File: src/hw/rtl/mi3_pkg.sv
// Shared types, widths and cofactor index tables for the 3x3 inverse.
package mi3_pkg;

   localparam int ENTRY_WIDTH = 16;
   localparam int FRAC_BITS   = 8;
   localparam int NUM_ENTRIES = 9;

   localparam int PROD_W = 2 * ENTRY_WIDTH;          // entry * entry
   localparam int COF_W  = 2 * ENTRY_WIDTH + 1;      // cofactor, exact
   localparam int DET_W  = 3 * ENTRY_WIDTH + 2;      // determinant, exact
   localparam int NUM_W  = COF_W + 2 * FRAC_BITS + 2; // 2|adj<<2F| + |det|
   localparam int DEN_W  = DET_W + 1;                // 2|det|
   localparam int CMP_W  = DEN_W + ENTRY_WIDTH;      // divisor at top shift

   localparam int FRONT_LAT = 4;
   localparam int LANE_LAT  = ENTRY_WIDTH + 3;
   localparam int TOTAL_LAT = FRONT_LAT + LANE_LAT + 1;

   // adj[i] = m[A]*m[B] - m[C]*m[D]
   localparam int CO_A [NUM_ENTRIES] = '{4, 2, 1, 5, 0, 2, 3, 1, 0};
   localparam int CO_B [NUM_ENTRIES] = '{8, 7, 5, 6, 8, 3, 7, 6, 4};
   localparam int CO_C [NUM_ENTRIES] = '{5, 1, 2, 3, 2, 0, 4, 0, 1};
   localparam int CO_D [NUM_ENTRIES] = '{7, 8, 4, 8, 6, 5, 6, 7, 3};

   typedef logic signed [ENTRY_WIDTH-1:0] entry_type;
   typedef logic signed [COF_W-1:0]       cof_type;
   typedef logic signed [DET_W-1:0]       det_type;

   typedef struct packed {
      entry_type a00;
      entry_type a01;
      entry_type a02;
      entry_type a10;
      entry_type a11;
      entry_type a12;
      entry_type a20;
      entry_type a21;
      entry_type a22;
   } req_type;

   typedef struct packed {
      entry_type b00;
      entry_type b01;
      entry_type b02;
      entry_type b10;
      entry_type b11;
      entry_type b12;
      entry_type b20;
      entry_type b21;
      entry_type b22;
      logic      singular;
   } rsp_type;

endpackage

File: src/hw/rtl/mi3_div_lane.sv
// One division lane: rounded, saturated adj / det, one quotient bit per stage.
module mi3_div_lane (
   input  logic               clock,
   input  mi3_pkg::cof_type   adj_in,
   input  mi3_pkg::det_type   det_in,
   output mi3_pkg::entry_type quo_out
);

   localparam int E  = mi3_pkg::ENTRY_WIDTH;
   localparam int NS = E + 2;   // prep stage plus overflow check plus E bits

   logic [mi3_pkg::COF_W-1:0] nmag;
   logic [mi3_pkg::DET_W-1:0] dmag;

   logic [mi3_pkg::NUM_W-1:0] rem_ff [NS];
   logic [mi3_pkg::NUM_W-1:0] rem_in [NS];
   logic [mi3_pkg::DEN_W-1:0] den_ff [NS];
   logic [E-1:0]              q_ff   [NS];
   logic [E-1:0]              q_in   [NS];
   logic                      neg_ff [NS];
   logic                      ovf_ff [NS];
   logic                      ovf_in [NS];

   mi3_pkg::entry_type quo_in;
   mi3_pkg::entry_type quo_ff;

   always_comb begin
      nmag = adj_in[mi3_pkg::COF_W-1] ? mi3_pkg::COF_W'(-adj_in) : adj_in;
      dmag = det_in[mi3_pkg::DET_W-1] ? mi3_pkg::DET_W'(-det_in) : det_in;
      // q = (2n*2^(2F) + d) / (2d): round half away from zero on magnitudes
      rem_in[0] = (mi3_pkg::NUM_W'(nmag) << (2 * mi3_pkg::FRAC_BITS + 1)) +
                  mi3_pkg::NUM_W'(dmag);
      q_in[0]   = '0;
      ovf_in[0] = 1'b0;
      // stage 1 tests the divisor at shift E (overflow), later stages one bit each
      for (int k = 1; k < NS; k++) begin
         logic [mi3_pkg::CMP_W-1:0] sub;
         logic                      ge;
         sub = mi3_pkg::CMP_W'(den_ff[k-1]) << (E + 1 - k);
         ge  = mi3_pkg::CMP_W'(rem_ff[k-1]) >= sub;
         rem_in[k] = rem_ff[k-1];
         q_in[k]   = q_ff[k-1];
         ovf_in[k] = ovf_ff[k-1];
         if (k == 1) begin
            ovf_in[k] = ge;
         end else if (ge) begin
            rem_in[k]       = rem_ff[k-1] - mi3_pkg::NUM_W'(sub);
            q_in[k][E+1-k] = 1'b1;
         end
      end
   end

   always_ff @(posedge clock) begin
      rem_ff[0] <= rem_in[0];
      den_ff[0] <= {dmag, 1'b0};
      q_ff[0]   <= q_in[0];
      neg_ff[0] <= adj_in[mi3_pkg::COF_W-1] ^ det_in[mi3_pkg::DET_W-1];
      ovf_ff[0] <= ovf_in[0];
      for (int k = 1; k < NS; k++) begin
         rem_ff[k] <= rem_in[k];
         den_ff[k] <= den_ff[k-1];
         q_ff[k]   <= q_in[k];
         neg_ff[k] <= neg_ff[k-1];
         ovf_ff[k] <= ovf_in[k];
      end
      quo_ff <= quo_in;
   end

   always_comb begin
      logic [E-1:0] q;
      q = q_ff[NS-1];
      if (neg_ff[NS-1]) begin
         if (ovf_ff[NS-1] || (q > {1'b1, {(E-1){1'b0}}})) begin
            quo_in = {1'b1, {(E-1){1'b0}}};
         end else begin
            quo_in = -q;
         end
      end else begin
         if (ovf_ff[NS-1] || q[E-1]) begin
            quo_in = {1'b0, {(E-1){1'b1}}};
         end else begin
            quo_in = q;
         end
      end
   end

   assign quo_out = quo_ff;

endmodule

File: config.mk
export PLATFORM = sky130hd
export DESIGN_NAME = mi3_div_lane
export DESIGN_NICKNAME = d
export VERILOG_FILES = /design/src/hw/rtl/mi3_pkg.sv /design/src/hw/rtl/mi3_div_lane.sv
export SDC_FILE = /design/constraint.sdc
export NUM_CORES = 2
export LEC_CHECK = 0
export BUFFER_PORTS_ARGS = -buffer_cell sky130_fd_sc_hd__buf_2
export CAP_MARGIN = 0
export CORE_ASPECT_RATIO = 0.7
export CORE_MARGIN = 2
export CORE_UTILIZATION = 40
export DETAILED_ROUTE_END_ITERATION = 10
export PLACE_DENSITY_LB_ADDON = 0.08
export SYNTH_ARGS = -nofsm -noshare
export SYNTH_HDL_FRONTEND = slang
export SYNTH_SLANG_ARGS = --single-unit
export TNS_END_PERCENT = 30
File: constraint.sdc
create_clock -name clock -period 4.5 [get_ports clock]
set_input_delay 0.45 -clock clock [delete_from_list [all_inputs] [get_ports clock]]
set_output_delay 0.45 -clock clock [all_outputs]
set_load 0.1 [all_outputs]
==> metrics.cfg <==
[clock_network]
clkLatencyLatePin_ps = 830
numCtsBuffers = 183
clock_tree.buffer_depth = 4
clkTransAtPathRegs_ps = 60
cts_tree = built
cts_sinks = 1735
cts_max_level = 4
cts-root-buf = clkbuf_16

[cells_and_area]
num-nets-final = 10400
seq_area_um2 = 34700
syn_to_final_growth_pct = 15.2
final.fill_count = 19800
mostFrequentLayoutCell = dfxtp_1
multi_input_comb_area_um2 = 44300
layout_common_cells = dfxtp_1, inv_1, ha_1, nand2_1, o21ai_0
final_layout_size_suffix_gt1_share_pct = 11.4

[floorplan]
rows = 139
die_y_um = 385
fp.coreArea_um2 = 206000
io_pins = 100
dieArea_um2 = 211000
initial_utilization_pct = 40.4
die_w_um = 549

[power_and_ir_drop]
power.leakage_nw = 44.2
ir_worst_vdd_mv = 0.454
p_per_area_nw_per_um2 = 721
total_power_mw = 69.0

[flow_run]
maxCapViolations = 0

[synthesis]
synth_area_leaders = dfxtp_1, ha_1, xnor2_1, o21ai_0, inv_1
ys_ff_latch = 1735
yosysTopAreaCell = dfxtp_1
ys_seq_area_share_pct = 41.8
ys_types = 92
syn_area_um2 = 83000
synth_nets = 9949
yosys_warnings = 0
ys.flop_type = dfxtp_1
synth_area_per_cell_um2 = 9.12
async_reset_ff_share_pct = 0
syn_inst = 9103
synth_edf_count = 0
netlist.area_leader.share_pct = 41.8

[place]
dpl.hpwl_um = 202000
pre_cts_slack_ps = -427
place.gp.congestion = 0.910
portBuffers = 99

[critical_path]
cp_slowest_cell = or4b_1
path_max_fanout = 49
max_stage_delay_ps = 510
cp.required_ps = 5190
critical_path.startpoint_type = register
setup.worst_path.class = reg2reg
cp_data_arrival_time_ps = 5080
cp_cell_sequence = inv_1 -> ha_1 -> fa_1 -> nor2b_2 -> o31a_1 -> o31ai_2 -> a211oi_2 -> buf_4 -> o21ai_0 -> a221o_1 -> o21a_1 -> or4b_1 -> a211o_2 -> buf_12 -> buf_4 -> nand2_1 -> o21ai_0
crit_path_end_kind = register

[sta]
post-route-min-period_ps = 4390
worst_pin_slew_ps = 976
grt_setup_unrepaired = true
finalSetupViolations = 0
final_hold_viol_count = 0
finalCritPeriodShare_pct = 97.5
fin_tns_setup_ps = 0
slew_headroom_pct = 34.4
fin_worst_skew_ps = 45.3
fmax_ghz = 0.228
setup_ws_ps = 113
final-max-slew-violation-count = 0

[grt]
grt_overflow = 0
antenna_found_initial = 16
track_usage_pct = 22.9
grt_pass1_wl_um = 377000
first_global_vias = 61900
grt_max_degree = 82

[drt]
vias = 64800
wirelength_um = 248000
ant_nets = 0
drc = 0
vias_per_cell = 5.23
firstDrtPassIters = 6
dr.first_iter.drc_count = 5098
avgRoutedWirePerCell_um = 20.0

[run_status]
outcome = completed

[hold_path]
worstHoldPathType = in2reg

-- layer usage --
metal	GRT usage, %	vias to the layer above	part of all wire (%)
li1	-	32700	-
met1	34.4	30400	52
met2	33.9	1491	41
met5	0	-	0
met4	4.27	0	1.6
met3	4.36	250	5.9
-- report_power, final --
group	total (mW)	internal, mW	switching [mW]
clock	15.8	9.46	6.35
combinational	31.4	13.3	18.0
sequential	21.8	19.0	2.86
-- sequential cells by signal, indices dropped and copies added (netlist names) --
signal / flops
den_ff: 681
neg_ff: 18
ovf_ff: 17
q_ff: 136
quo_out: 16
rem_ff: 867
-- worst max-delay path: cells and delay by family (launching register included) --
kind	cells	cell delay, ps
and+or+nand+nor	3	720
AOI/OAI and AO/OA	8	1850
DFF	1	360
buffers and inverters	4	650
adders and majority gates	2	630
-- area by class of cell --
class | count | share of cell area [%]
Clock buffer | 238 | 5.37
Clock inverter | 81 | 1.21
Sequential cell | 1735 | 36.3
Timing Repair Buffer | 455 | 3.66
Tap cell | 2749 | 3.59
Antenna cell | 2 | 0.00523
Multi-Input combinational cell | 6232 | 46.3
Inverter | 904 | 3.56
-- logic make-up after synthesis --
family	after synthesis	synth area share (%)
DFF	1735	41.8
muxes	271	3.66
buffers and inverters	1136	5.20
xor gates and xnor gates	651	6.87
adders and majority gates	763	11.6
and+or+nand+nor	2086	12.3
AOI/OAI and AO/OA	2461	18.5
-- final timing paths --
check / from / end / slack, ps / depth (start not counted)
setup reg to reg: rem_ff[14][3] / rem_ff[15][5] / 110 / 17
hold reg to reg: q_ff[6][13] / q_ff[7][13] / 320 / 0
hold / removal: det_in[32] / den_ff[0][33] / 80 / 3
setup / recovery: rem_ff[14][3] / rem_ff[15][5] / 110 / 17
-- metrics by stage --
step,instance area [µm²],utilization (%),cells,hold WS [ps]
2_1_floorplan,83000,-,9103,310
3_3_place_gp,88800,43.1,12000,310
3_5_place_dp,88800,43.1,12000,312
4_1_cts,95400,46.4,12400,7.43
5_1_grt,95700,46.5,12400,58.0
6_report,95700,46.5,12400,84.0
-- what timing repair did --
action / 4_1_cts / 5_1_grt
gates resized for setup: 0 / 48
hold buffers: 35 / 1
endpoints found under the hold margin: 29 / 1
buffers inserted: 0 / 2
setup endpoints to repair: 0 / 99
-- Yosys cell counts (89+ instances only) --
| cell | count |
|---|---|
| dfxtp_1 | 1735 |
| inv_1 | 903 |
| ha_1 | 746 |
| nand2_1 | 720 |
| o21ai_0 | 684 |
| a21oi_1 | 672 |
| xnor2_1 | 416 |
| nor2_1 | 402 |
| a21o_1 | 350 |
| mux2_2 | 257 |
| xor2_1 | 235 |
| clkbuf_1 | 201 |
| nand3_1 | 143 |
| nand4_1 | 133 |
| nor2b_1 | 115 |
| nor3_1 | 106 |
| o21a_1 | 105 |
| nand2b_1 | 98 |
| o21bai_1 | 89 |
Note: power is estimated with default switching activity, not from simulation.
